==> src/lbp3_pkg.sv <==
`default_nettype none

package lbp3_pkg;

  typedef logic [7:0] pix_t;

  // per-item control carried alongside the line store read
  typedef struct packed {
    logic emit;
    logic last;
    logic left;
    logic right;
    logic up;
    logic down;
  } ctl_t;

  typedef struct packed {
    logic last;
    pix_t code;
  } res_t;

  typedef enum logic {
    REG_WIDTH  = 1'b0,
    REG_HEIGHT = 1'b1
  } reg_idx_t;

  localparam logic KIND_PIXEL = 1'b0;
  localparam logic KIND_FLUSH = 1'b1;

  localparam logic [12:0] WIDTH_RESET  = 13'd4096;
  localparam logic [12:0] HEIGHT_RESET = 13'd4096;

  localparam pix_t WT_LEFT        = 8'd128;
  localparam pix_t WT_LOWER_LEFT  = 8'd64;
  localparam pix_t WT_BELOW       = 8'd32;
  localparam pix_t WT_LOWER_RIGHT = 8'd16;
  localparam pix_t WT_RIGHT       = 8'd8;
  localparam pix_t WT_UPPER_RIGHT = 8'd4;
  localparam pix_t WT_ABOVE       = 8'd2;
  localparam pix_t WT_UPPER_LEFT  = 8'd1;

endpackage

`default_nettype wire

==> src/lbp3_out_buf.sv <==
`default_nettype none

module lbp3_out_buf (
  input  wire logic           clk,
  input  wire logic           rst,
  input  wire logic           push,
  input  wire lbp3_pkg::res_t din,
  output logic                m_valid,
  input  wire logic           m_ready,
  output lbp3_pkg::res_t      dout,
  output logic [1:0]          count
);
  import lbp3_pkg::*;

  localparam logic [1:0] LAST_SLOT = 2'd2;
  localparam logic [1:0] FULL      = 2'd3;

  res_t       slots [3];
  logic [1:0] wr_ptr;
  logic [1:0] rd_ptr;
  logic       pop;

  assign m_valid = (count != 2'd0);
  assign pop     = m_valid && m_ready;
  assign dout    = slots[rd_ptr];

  always_ff @(posedge clk) begin
    if (rst) begin
      wr_ptr <= '0;
      rd_ptr <= '0;
      count  <= '0;
    end else begin
      if (push) begin
        wr_ptr <= (wr_ptr == LAST_SLOT) ? 2'd0 : wr_ptr + 2'd1;
      end
      if (pop) begin
        rd_ptr <= (rd_ptr == LAST_SLOT) ? 2'd0 : rd_ptr + 2'd1;
      end
      count <= count + {1'b0, push} - {1'b0, pop};
    end
  end

  always_ff @(posedge clk) begin
    if (push) begin
      slots[wr_ptr] <= din;
    end
  end

`ifndef ASSERT_OFF
  a_no_overflow: assert property (@(posedge clk) disable iff (rst)
    push |-> (count != FULL))
    else $error("result pushed into a full output buffer");
`endif

endmodule

`default_nettype wire

==> config.mk <==
export PLATFORM = sky130hd
export DESIGN_NAME = lbp3_out_buf
export DESIGN_NICKNAME = d
export VERILOG_FILES = /design/src/lbp3_pkg.sv /design/src/lbp3_out_buf.sv
export SDC_FILE = /design/constraint.sdc
export NUM_CORES = 1
export LEC_CHECK = 0
export ABC_AREA = 1
export BUFFER_PORTS_ARGS = -buffer_cell sky130_fd_sc_hd__buf_2
export CORE_ASPECT_RATIO = 1.75
export CORE_MARGIN = 2
export CORE_UTILIZATION = 48
export CTS_BUF_LIST = sky130_fd_sc_hd__clkbuf_8 sky130_fd_sc_hd__clkbuf_16
export DETAILED_ROUTE_END_ITERATION = 12
export PLACE_DENSITY = 0.73
export RECOVER_POWER = 50
export SYNTH_ARGS = -nofsm -noshare
export SYNTH_HDL_FRONTEND = slang
export SYNTH_SLANG_ARGS = --single-unit
==> constraint.sdc <==
create_clock -name clk -period 1.45 [get_ports clk]
set_clock_uncertainty 0.1 [all_clocks]
set_input_delay 0.145 -clock clk [delete_from_list [all_inputs] [get_ports clk]]
set_output_delay 0.145 -clock clk [all_outputs]
set_load 0.05 [all_outputs]
==> impl_metrics.ini <==
[run_status]
status = complete, no violations

[global_routing]
grt_pass1_vias = 995
grt_antenna_before_repair = 0
grt_util_met1_pct = 16.8
top_usage_layer = met2
track_usage_pct = 18.4
grt_max_degree = 13
use_met2_pct = 34.8
grt_pass1_wl_um = 4200
grt-ovfl-total = 0
grtUsageMet3_pct = 5.41

[timing]
slew_headroom_pct = 73.4
fin_setup_tns_ns = 0
period_share_pct = 98.5
grt_setup_unrepaired = yes
timing.hold.ws_ns = 0.0740
maxSlewViolCount = 0
timing.fmax_mhz = 701
tightest_slew_ns = 0.398
hold_violations = 0
finalCriticalPeriod_ns = 1.43
setup_viol = 0
finalWorstSetupSlack_ns = 0.0224

[logic_synthesis]
yosysWarningCount = 0
synth_top_family_by_area = simple AND/OR/NAND/NOR gates
ys_seq_elements = 35
synthMuxAreaShare_pct = 0
synthTopCellsByArea = edfxtp_1 (61%), dfxtp_1 (12%), a21oi_1 (7.9%), nor2_1 (5.1%), nand2_1 (4.8%)
synthXorXnorAreaFrac_pct = 0
syn_inst = 115
synth_top_area_cell = edfxtp_1
synthSimpleGateAreaFrac_pct = 12.5
ys_seq_area_share_pct = 72.6
synth_fa_ha_area_share_pct = 0.935
synth_cell_types = 15
synth_compound_area_share_pct = 8.79
synth_area_per_cell_sq_um = 11.6
netlist.area_leader.share_pct = 60.6
syn-cell-area_sq_mm = 0.00134
syn_nets = 129

[cts]
ctsLongestPathBuffers = 2
worstSkewPairLatency_ns = 0.28
cts_tree = done
path_clk_slew_ns = 0.07
clockRootBuffer = clkbuf_8
numCtsBuffers = 5
cts_setup_buffers = 0
numClockSinks = 35
htree_levels = 2

[worst_setup_path]
worstSetupPathType = reg -> out
critPathCaptureType = primary output
crit_family = flip-flops
crit_slowest_cell = dfxtp_4
arrival_ns = 1.18
cp_cell_sequence = clkinv_4, nand2_1, a21oi_2, buf_6
cpPeakStageDelay_ns = 0.39
cp_num_buf_inv = 2
cp_max_fo = 10
cp.required_ns = 1.21
start_kind = flip-flop
reg2reg_from = wr_ptr[1]$_SDFFE_PP0P_

[run]
drv_cap = 0

[placement]
pre_cts_ws_ns = 0.00171
dp_hpwl_um = 1820
gp_congestion = 0.742
io_buffers = 24
dp_cells = 165

[die]
rows = 25
dieWidth_um = 43.9
start_util_pct = 49.7
core_area_sq_mm = 0.00269
dieArea_sq_mm = 0.00324
die_h_um = 73.8
io_pins = 25

[route]
wl_um = 2620
vias = 947
vias_per_cell = 5.17
dr.pass1.iters = 4
drc = 0
detail-route-antenna-nets = 0
drt_iter0_markers = 23
wl_per_cell_um = 14.3

[finish]
synthToLayoutAreaGrowth_pct = 32.1
n_antenna_cell = 0
final_common_cell = edfxtp_1
nets = 169
final_cells = 183
utilization_pct = 65.7
drive_gt1_share_pct = 25.6
final_cell_mix = edfxtp_1 (27), nor2_1 (18), nand2_1 (17)

[power]
leakage_uw = 0.000682
ir_worst_vdd_mv = 1.01
power_density_mw_per_mm2 = 1320

[min_path]
hp-class = in -> reg
hold_start = push
==> timing repair <==
action	CTS	global route
resized for setup	16	9
pin swaps	1	1
setup endpoints to repair	9	9
hold endpoints to repair	30	0
hold buffers	10	0
==> worst paths after layout <==
kind,depth (start not counted),to,slack [ns]
worst max register to register,3,slots[1][3]$_DFFE_PP_,0.14
worst max-delay path,4,dout[5],0.02
worst min-delay path,3,wr_ptr[0]$_SDFFE_PP0P_,0.07
worst min register to register,2,rd_ptr[1]$_SDFFE_PP0P_,0.39
==> cell usage after synthesis, drive strengths merged <==
cell type / count
ha: 1
nor3: 1
edfxtp: 27
o21ai: 1
nand2: 18
nor2: 18
dfxtp: 8
nand3: 5
inv: 11
buf: 2
a21oi: 21
o21a: 1
clkinv: 1
==> power by group <==
part	internal (uW)	total (uW)	switching [uW]
Clock	333	681	348
Combinational	168	487	318
Sequential	1130	1170	35.4
Total	1640	2340	701
==> worst min-delay path, delay by kind of cell <==
kind	cells	cell delay [ns]
compound gates	1	0.06
simple gates	1	0.09
buf+inv	1	0.12
==> per-layer routing <==
layer	share of wire, %	routed length, um
met5	0	0
met4	2.1	56
met3	4.9	127
met2	58	1510
met1	35	922
==> final cells by class <==
type	instances	area (sq um)
sequential	35	981
multi-input combinational	66	337
timing repair buffer	35	272
clock inverter	3	20.0
clock buffer	5	68.8
fill	202	923
tap	27	33.8
inverter	12	55.1
==> logic make-up (layout without fill, tap and decap cells) <==
family	count (synthesis)	in the layout
flops	35	35
fa+ha+maj	1	1
buf+inv	14	55
compound gates	23	23
simple gates	42	42
==> stage by stage <==
stage / cell area, sq um / power (uW)
final: 1770 / 2340
after global routing: 1770 / 2430
after CTS: 1750 / 2330
after detailed placement: 1520 / 1600
after global placement: 1520 / 1590
after floorplan: 1380 / 1500
==> flip-flops by register name, indices dropped and copies added, names as in the netlist, named ones only <==
name and flops:
count 2, rd_ptr 2, slots 27, wr_ptr 2
Note: power is estimated with default switching activity, not from simulation.
