===== config.mk =====
export PLATFORM = sky130hd
export DESIGN_NAME = lbp3_window
export DESIGN_NICKNAME = d
export VERILOG_FILES = /design/src/lbp3_pkg.sv /design/src/lbp3_window.sv
export SDC_FILE = /design/constraint.sdc
export NUM_CORES = 1
export LEC_CHECK = 0
export BUFFER_PORTS_ARGS = -buffer_cell sky130_fd_sc_hd__buf_4
export CELL_PAD_IN_SITES_DETAIL_PLACEMENT = 1
export CELL_PAD_IN_SITES_GLOBAL_PLACEMENT = 1
export CORE_MARGIN = 2
export CORE_UTILIZATION = 35
export CTS_CLUSTER_SIZE = 20
export DETAILED_ROUTE_END_ITERATION = 10
export PLACE_DENSITY_LB_ADDON = 0.1
export SYNTH_ARGS = -nofsm -noshare
export SYNTH_HDL_FRONTEND = slang
export SYNTH_SLANG_ARGS = --single-unit

===== constraint.sdc =====
create_clock -name clk -period 3.11 [get_ports clk]
set_input_delay 0.1555 -clock clk [delete_from_list [all_inputs] [get_ports clk]]
set_output_delay 0.1555 -clock clk [all_outputs]
set_load 0.01 [all_outputs]

===== src/lbp3_pkg.sv =====
`default_nettype none

package lbp3_pkg;

  typedef logic [7:0] pix_t;

  // per-item control carried alongside the line store read
  typedef struct packed {
    logic emit;
    logic last;
    logic left;
    logic right;
    logic up;
    logic down;
  } ctl_t;

  typedef struct packed {
    logic last;
    pix_t code;
  } res_t;

  typedef enum logic {
    REG_WIDTH  = 1'b0,
    REG_HEIGHT = 1'b1
  } reg_idx_t;

  localparam logic KIND_PIXEL = 1'b0;
  localparam logic KIND_FLUSH = 1'b1;

  localparam logic [12:0] WIDTH_RESET  = 13'd4096;
  localparam logic [12:0] HEIGHT_RESET = 13'd4096;

  localparam pix_t WT_LEFT        = 8'd128;
  localparam pix_t WT_LOWER_LEFT  = 8'd64;
  localparam pix_t WT_BELOW       = 8'd32;
  localparam pix_t WT_LOWER_RIGHT = 8'd16;
  localparam pix_t WT_RIGHT       = 8'd8;
  localparam pix_t WT_UPPER_RIGHT = 8'd4;
  localparam pix_t WT_ABOVE       = 8'd2;
  localparam pix_t WT_UPPER_LEFT  = 8'd1;

endpackage

`default_nettype wire


===== src/lbp3_window.sv =====
`default_nettype none

module lbp3_window (
  input  wire logic           clk,
  input  wire logic           rst,
  input  wire logic           clear,
  input  wire logic           in_valid,
  input  wire lbp3_pkg::pix_t top_pix,
  input  wire lbp3_pkg::pix_t mid_pix,
  input  wire lbp3_pkg::pix_t new_pix,
  input  wire lbp3_pkg::ctl_t ctl,
  output logic                res_valid,
  output lbp3_pkg::res_t      res
);
  import lbp3_pkg::*;

  // [row: top, mid, bottom][col: left, mid, right]
  pix_t win [3][3];
  pix_t nxt [3][3];
  pix_t centre;
  pix_t code;

  always_comb begin
    for (int r = 0; r < 3; r++) begin
      nxt[r][0] = win[r][1];
      nxt[r][1] = win[r][2];
    end
    nxt[0][2] = top_pix;
    nxt[1][2] = mid_pix;
    nxt[2][2] = new_pix;
  end

  always_comb begin
    centre = nxt[1][1];
    code   = '0;
    if (ctl.left && nxt[1][0] > centre) code = code | WT_LEFT;
    if (ctl.down && ctl.left && nxt[2][0] > centre) code = code | WT_LOWER_LEFT;
    if (ctl.down && nxt[2][1] > centre) code = code | WT_BELOW;
    if (ctl.down && ctl.right && nxt[2][2] > centre) code = code | WT_LOWER_RIGHT;
    if (ctl.right && nxt[1][2] > centre) code = code | WT_RIGHT;
    if (ctl.up && ctl.right && nxt[0][2] > centre) code = code | WT_UPPER_RIGHT;
    if (ctl.up && nxt[0][1] > centre) code = code | WT_ABOVE;
    if (ctl.up && ctl.left && nxt[0][0] > centre) code = code | WT_UPPER_LEFT;
  end

  assign res_valid = in_valid && ctl.emit;
  assign res.code  = code;
  assign res.last  = ctl.last;

  always_ff @(posedge clk) begin
    if (rst || clear) begin
      for (int r = 0; r < 3; r++) begin
        for (int c = 0; c < 3; c++) begin
          win[r][c] <= '0;
        end
      end
    end else if (in_valid) begin
      for (int r = 0; r < 3; r++) begin
        for (int c = 0; c < 3; c++) begin
          win[r][c] <= (ctl.emit && ctl.last) ? '0 : nxt[r][c];
        end
      end
    end
  end

endmodule

`default_nettype wire


==> impl_metrics.tcl, run 1 <==
set metrics [dict create \
    status "completed" \
    drtPass1Iterations 4 \
    final_util 0.413 \
    nFillCells 1016 \
    rsz0062_at_grt "no" \
    cts_buffers 5 \
    port_buffers 43 \
    cts_root_buf "clkbuf_8" \
    worst_slack_ns 0.882 \
    dp_hpwl_um 5440 \
    min_period_ns 2.23 \
    diodes 0 \
    grt_pass1_vias 2488 \
    h-tree-depth 2 \
    regMostFlops "win" \
    start_util 0.357 \
    via_count 2295 \
    ir_drop_mv 0.151 \
    reg2reg_slack_ns 1.98 \
    seq_area_frac_synth 0.443 \
    fmax_ghz 0.449 \
    holdWs_ns 0.140 \
    hp-class "input port to register" \
    grt_overflow 0 \
    drc 0 \
    largest_register_ffs 48 \
    endpoint_kind "primary output" \
    finClkSkew_ns 0.00667 \
    synthCells 280 \
    layout-drive-gt1-share 0.169 \
    grt_max_degree 49 \
    ctsResizeCount 0 \
    clk_pin_slew_ns 0.10 \
    fp.dieH_um 100 \
    p_leak_nw 1.64 \
    worst_slew_pin_slew_ns 1.07 \
    grtUsageTotal 0.157 \
    timing_hold_violations_final 0 \
    slew-limit-headroom 0.286 \
    top_regs "win: 48 flops" \
    p_total_mw 1.45 \
    drt_iter0_drc 46 \
    final_cells 436 \
    crit_type "register to primary output" \
    vias_per_cell 5.26 \
    clkLatencyLatePin_ns 0.30 \
    synthToLayoutAreaGrowth_pct 15.5 \
    wl_per_cell_um 16.7 \
    dp.cells 428 \
    ys_types 23 \
    path_max_fanout 9 \
    finalWeightedCongestion 0.740 \
    crit_path_start_kind "register" \
    cts_buffer_depth 2 \
    p_per_area_nw_per_um2 387 \
    cts.sinks 48 \
    avgSynthCellArea_um2 11.6 \
    fp-row-count 35 \
    grt_pass1_wl_um 12200 \
    design_area_um2 3760 \
    routed_wirelength_um 7280 \
    core_um2 9110 \
    arrival_ns 2.07 \
    cts_tree "built" \
    final-setup-viol-count 0 \
    die_w_um 100 \
    cp.required_ns 2.95 \
    setup_tns_ns 0 \
    layout.nets 422 \
    syn_nets 378 \
    ys_warn_count 0 \
    place_ws_ns 1.22 \
    die_area_um2 10100 \
    ant_nets 0 \
    syn_area_um2 3250 \
    place_area_um2 3670 \
    antenna_found_initial 0 \
    cap_violations 0 \
    finalCritPeriodShare 0.716 \
    ys_ff_latch 48 \
    cts_hold_buf 0 \
    boundaryPins 44 \
    cts_setup_buffers 0 \
    drv_slew 0 \
]
critical path, cell delays in order (launching register included):
cell	delay, ns
edfxtp_1	0.36
inv_1	0.34
ha_1	0.32
nor2b_1	0.13
o211ai_1	0.17
a21oi_1	0.09
o21ba_2	0.21
buf_4	0.14
Yosys cell counts, drive strengths merged:
master / instances / area, um^2
nand4: 16 / 100
or3: 1 / 6.26
o21ba: 1 / 10.0
a31oi: 3 / 18.8
nor2b: 8 / 50.1
nand2: 7 / 28.8
and2: 37 / 231
edfxtp: 48 / 1440
o211a: 4 / 40.0
nor4: 12 / 75.1
inv: 15 / 56.3
a21oi: 26 / 130
a21o: 6 / 45.0
buf: 4 / 41.3
clkbuf: 3 / 11.3
nand3: 3 / 15.0
nor3: 1 / 16.3
o21ai: 9 / 45.0
o211ai: 8 / 60.1
o21a: 4 / 30.0
ha: 64 / 801
metal layers:
metal / up-vias / global-route usage / part of all wire
li1: 1164 / - / -
met1: 1100 / 0.205 / 0.47
met2: 26 / 0.275 / 0.50
met3: 5 / 0.0209 / 0.021
met4: 0 / 0.0421 / 0.0092
met5: - / 0 / 0
placed cells by master, fill, tap and decap left out, drive strengths merged:
cell type / synthesis / final
nor4: 12 / 12
o21ai: 9 / 9
o21ba: 1 / 1
clkbuf: 3 / 5
a31oi: 3 / 3
clkinvlp: 0 / 2
nand3: 3 / 3
nand4: 16 / 16
o21a: 4 / 4
ha: 64 / 64
and2: 37 / 37
nor3: 1 / 1
clkinv: 0 / 1
o211ai: 8 / 8
buf: 4 / 44
o211a: 4 / 4
nand2: 7 / 7
or3: 1 / 1
a21o: 6 / 6
nor2b: 8 / 8
inv: 15 / 15
a21oi: 26 / 26
edfxtp: 48 / 48
final timing paths:
path / from / endpoint / depth (start not counted)
setup / recovery: win[0][25] / res[5] / 7
hold / removal: new_pix[6] / win[0][54] / 2
setup reg to reg: win[0][26] / win[0][34] / 2
hold reg to reg: win[0][51] / win[0][59] / 1
where the power goes:
part	total, mW	internal (mW)	switching (mW)	leakage (nW)
Combinational	0.326	0.149	0.177	1.05
Sequential	0.757	0.742	0.0147	0.557
Clock	0.371	0.156	0.216	0.0378
logic make-up (layout without fill, tap and decap cells):
| kind of cell | count (synthesis) | in the layout | synth area share |
|---|---|---|---|
| AO/OA/AOI/OAI | 61 | 61 | 0.117 |
| adder cells (fa/ha/maj) | 64 | 64 | 0.246 |
| buffers and inverters | 22 | 67 | 0.0335 |
| flip-flops | 48 | 48 | 0.443 |
| AND/OR/NAND/NOR | 85 | 85 | 0.161 |
final cells by class:
cell class / count / area [um^2] / share of cell area
repair buffers: 44 / 330 / 0.0879
clock inverters: 3 / 18.8 / 0.00499
well taps: 111 / 139 / 0.0370
clock buffers: 5 / 68.8 / 0.0183
inverters: 15 / 56.3 / 0.0150
flip-flops and latches: 48 / 1440 / 0.383
multi-input cells: 210 / 1700 / 0.453
Note: power is estimated with default switching activity, not from simulation.
==> run 2: changes to the inputs <==
- clock period: 3.11 -> 2.2 ns (I/O delays scaled with it)
==> impl_metrics.tcl, run 2 (synthesis results as in run 1) <==
set metrics [dict create \
    status "completed" \
    min_period_ns 2.13 \
    grt_pass1_wl_um 11500 \
    cts_hold_buf 0 \
    crit_type "register to primary output" \
    finClkSkew_ns 0.00987 \
    p_seq_frac 0.487 \
    ir_drop_mv 0.253 \
    cts_root_buf "clkbuf_8" \
    hp-class "input port to register" \
    cts_buffer_depth 2 \
    power.internal_mw 1.62 \
    dp_hpwl_um 5380 \
    arrival_ns 2.02 \
    final-setup-viol-count 0 \
    min_path_cells 2 \
    routed_wirelength_um 7510 \
    path_max_fanout 4 \
    worstSetupStartpoint "win[0][25]" \
    path_delay_family "buffers and inverters" \
    path_cells "buf_4 > clkinvlp_4 > ha_1 > nor2b_1 > o211ai_1 > a21oi_1 > o21a_1 > buf_4" \
    cts_tree "built" \
    layout_common_cells "64 x ha_1, 59 x buf_4, 48 x edfxtp_1" \
    boundaryPins 44 \
    p_per_area_nw_per_um2 559 \
    cts.sinks 48 \
    cpMaxStageDelayCell "edfxtp_1" \
    endpoint_kind "primary output" \
    finalCritPeriodShare 0.969 \
    cap_violations 0 \
    p_total_mw 2.20 \
    nFillCells 1028 \
    switching_share 0.264 \
    crit_path_start_kind "register" \
    clockPowerShare 0.289 \
    r2r_cells 4 \
    p_leak_nw 1.73 \
    rsz0062_at_grt "yes" \
    regMostFlops "win" \
    mostFrequentLayoutCell "ha_1" \
    synthToLayoutAreaGrowth_pct 21.2 \
    slew-limit-headroom 0.590 \
    final_util 0.433 \
    cp.required_ns 2.09 \
    drt_iter0_drc 62 \
    layout.nets 439 \
    die_area_um2 10100 \
    vias_per_cell 5.25 \
    fmax_ghz 0.469 \
    crit_path_max_incr_delay_ns 0.40 \
    h-tree-depth 2 \
    diodes 0 \
    start_util 0.357 \
    cp.depth 8 \
    drtPass1Iterations 4 \
    grtUsageTotal 0.149 \
    fp-row-count 35 \
    grt_overflow 0 \
    switching_power_mw 0.581 \
    cts_buffers 5 \
    finalWeightedCongestion 0.738 \
    layout-drive-gt1-share 0.228 \
    drv_slew 0 \
    antenna_found_initial 0 \
    wl_per_cell_um 16.6 \
    rr_startpoint "win[0][25]" \
    top_regs "win: 48 flops" \
    core_um2 9110 \
    via_count 2377 \
    timing_hold_violations_final 0 \
    critPathBufInv 3 \
    hp-start "new_pix[7]" \
    combPwrFrac 0.223 \
    largest_register_ffs 48 \
    drc 0 \
    fp.dieH_um 100 \
    clkLatencyLatePin_ns 0.30 \
    clk_pin_slew_ns 0.10 \
    port_buffers 43 \
    grt_pass1_vias 2337 \
    die_w_um 100 \
    grt_max_degree 49 \
    ant_nets 0 \
    crit_path_frequent_cell "buf_4" \
    worst_slew_pin_slew_ns 0.615 \
]
## run 2: worst paths after layout
| kind | slack (ns) | endpoint |
|---|---|---|
| worst min register to register | 0.57 | win[0][10] |
| worst max register to register | 0.91 | win[0][33] |
| worst max-delay path | 0.07 | res[0] |
| worst min-delay path | 0.1 | win[0][55] |
## run 2: per-stage QoR
stage / cells / setup slack (ns) / hold slack (ns) / TNS, ns / instance area (um^2)
2_1_floorplan: 280 / 0.608 / 0.307 / 0 / 3250
3_3_place_gp: 429 / 0.403 / 0.405 / 0 / 3680
3_5_place_dp: 429 / 0.359 / 0.407 / 0 / 3680
4_1_cts: 437 / 0.0229 / 0.0901 / 0 / 3790
5_1_grt: 453 / -0.0360 / 0.0972 / -0.0628 / 3940
6_report: 453 / 0.0674 / 0.0975 / 0 / 3940
## run 2: final cells by class
class                      count  area (um^2)  area share
clock buffer                   5         68.8      0.0175
clock inverter                 3         42.5      0.0108
inverter                      15         75.1      0.0190
multi-input combinational    210         1700       0.432
sequential                    48         1440       0.366
tap                          111          139      0.0352
timing repair buffer          60          463       0.117
timing repair inverter         1         7.51     0.00190
## run 2: repair_timing
action	4_1_cts	5_1_grt
buffers inserted	0	15
resized for setup	0	6
setup endpoints to repair	0	6
## run 2: power groups by stage
| stage | registers [mW] | logic [mW] | clock network, mW |
|---|---|---|---|
| after floorplan | 1.08 | 0.294 | 0 |
| after global placement | 1.09 | 0.456 | 0 |
| after detailed placement | 1.09 | 0.467 | 0 |
| after CTS | 1.07 | 0.469 | 0.653 |
| after global routing | 1.08 | 0.563 | 0.680 |
| final | 1.07 | 0.492 | 0.637 |
## run 2: layer usage
| layer | vias up | global-route usage | wire (um) |
|---|---|---|---|
| li1 | 1202 | - | - |
| met1 | 1140 | 0.196 | 3560 |
| met2 | 29 | 0.259 | 3720 |
| met3 | 6 | 0.0174 | 144 |
| met4 | 0 | 0.0421 | 82 |
| met5 | - | 0 | 0 |
==> run 3: changes to the inputs <==
- CORE_MARGIN: 2 -> unset
==> impl_metrics.tcl, run 3 (synthesis results as in run 1) <==
set metrics [dict create \
    endpoint_kind "primary output" \
    cp.depth 8 \
    cts.sinks 48 \
    arrival_ns 1.99 \
    nFillCells 1003 \
    min_path_cells 2 \
    timing_hold_violations_final 0 \
    path_delay_family "buffers and inverters" \
    vias_per_cell 5.22 \
    clk_pin_slew_ns 0.09 \
    cts_root_buf "clkbuf_8" \
    antenna_found_initial 0 \
    final_util 0.438 \
    finalCritPeriodShare 0.954 \
    die_w_um 98.4 \
    r2r_cells 2 \
    regMostFlops "win" \
    crit_type "register to primary output" \
    fp.dieH_um 98.4 \
    cts_buffer_depth 2 \
    crit_path_max_incr_delay_ns 0.38 \
    p_leak_nw 1.69 \
    drc 0 \
    multi_input_area_um2 1700 \
    finalWeightedCongestion 0.726 \
    cp.required_ns 2.09 \
    seqCellArea_um2 1440 \
    cts_tree "built" \
    clkLatencyLatePin_ns 0.30 \
    synthToLayoutAreaGrowth_pct 19.0 \
    cts_buffers 5 \
    fmax_ghz 0.476 \
    wl_per_cell_um 15.8 \
    grtUsageTotal 0.154 \
    min_period_ns 2.10 \
    drtPass1Iterations 4 \
    core_um2 8850 \
    grt_pass1_wl_um 11400 \
    crit_path_start_kind "register" \
    grt_overflow 0 \
    mostFrequentLayoutCell "ha_1" \
    largest_register_ffs 48 \
    hp-class "input port to register" \
    setup_tns_ns 0 \
    slew-limit-headroom 0.599 \
    path_max_fanout 5 \
    drv_slew 0 \
    finClkSkew_ns 0.00365 \
    fp-row-count 34 \
    via_count 2322 \
    p_per_area_nw_per_um2 536 \
    cap_violations 0 \
    dp_hpwl_um 5240 \
    h-tree-depth 2 \
    status "completed" \
    diodes 0 \
    drt_iter0_drc 55 \
    port_buffers 43 \
    path_cells "clkinvlp_4 > buf_4 > ha_1 > nor2b_1 > o211ai_1 > a21oi_1 > o21ba_2 > buf_4" \
    crit_path_frequent_cell "buf_4" \
    die_area_um2 9680 \
    routed_wirelength_um 7040 \
    cpMaxStageDelayCell "edfxtp_1" \
    layout-drive-gt1-share 0.211 \
    boundaryPins 44 \
    layout_common_cells "64 x ha_1, 55 x buf_4, 48 x edfxtp_1" \
    p_total_mw 2.07 \
    ant_nets 0 \
    start_util 0.368 \
    layout.nets 434 \
    grt_max_degree 49 \
    ir_drop_mv 0.252 \
    top_regs "win: 48 flops" \
    critPathBufInv 3 \
    final-setup-viol-count 0 \
    grt_pass1_vias 2297 \
    worst_slew_pin_slew_ns 0.602 \
]
[run 3: layout make-up]
class	count	area share
Clock buffer	5	0.0178
Clock inverter	3	0.00485
Inverter	15	0.0184
Multi-Input combinational cell	210	0.440
Sequential cell	48	0.372
Tap cell	108	0.0349
Timing Repair Buffer	56	0.112
[run 3: final timing paths]
check,from,end,slack (ns)
setup / recovery,win[0][25],res[5],0.10
hold reg to reg,win[0][49],win[0][57],0.57
hold / removal,new_pix[6],win[0][54],0.1
setup reg to reg,win[0][26],win[0][34],1.06
[run 3: power breakdown]
group | internal (mW) | switching [mW] | leakage [nW] | total, mW
clock network | 0.220 | 0.302 | 0.0378 | 0.522
registers | 1.05 | 0.0228 | 0.557 | 1.07
logic | 0.230 | 0.251 | 1.10 | 0.480
total | 1.50 | 0.576 | 1.69 | 2.07
[run 3: through the flow]
stage               hold WS (ns)  area (um^2)  instances  setup slack [ns]
floorplan                  0.307         3250        280             0.608
finish                    0.0976         3870        445             0.100
detailed placement         0.407         3670        426             0.373
global placement           0.405         3670        426             0.398
CTS                       0.0858         3760        434            0.0357
global route              0.0866         3870        445           -0.0158
[run 3: timing repair]
item | in CTS | in global routing
setup endpoints to repair | 0 | 8
setup buffers | 0 | 11
gates resized for setup | 0 | 4
hold buffers | 0 | 0
[run 3: layer usage]
metal,routed length [um],vias to the layer above,global-route usage
met3,165,5,0.0220
met4,71,0,0.0379
met5,0,-,0
li1,-,1187,-
met2,3380,28,0.266
met1,3430,1102,0.204
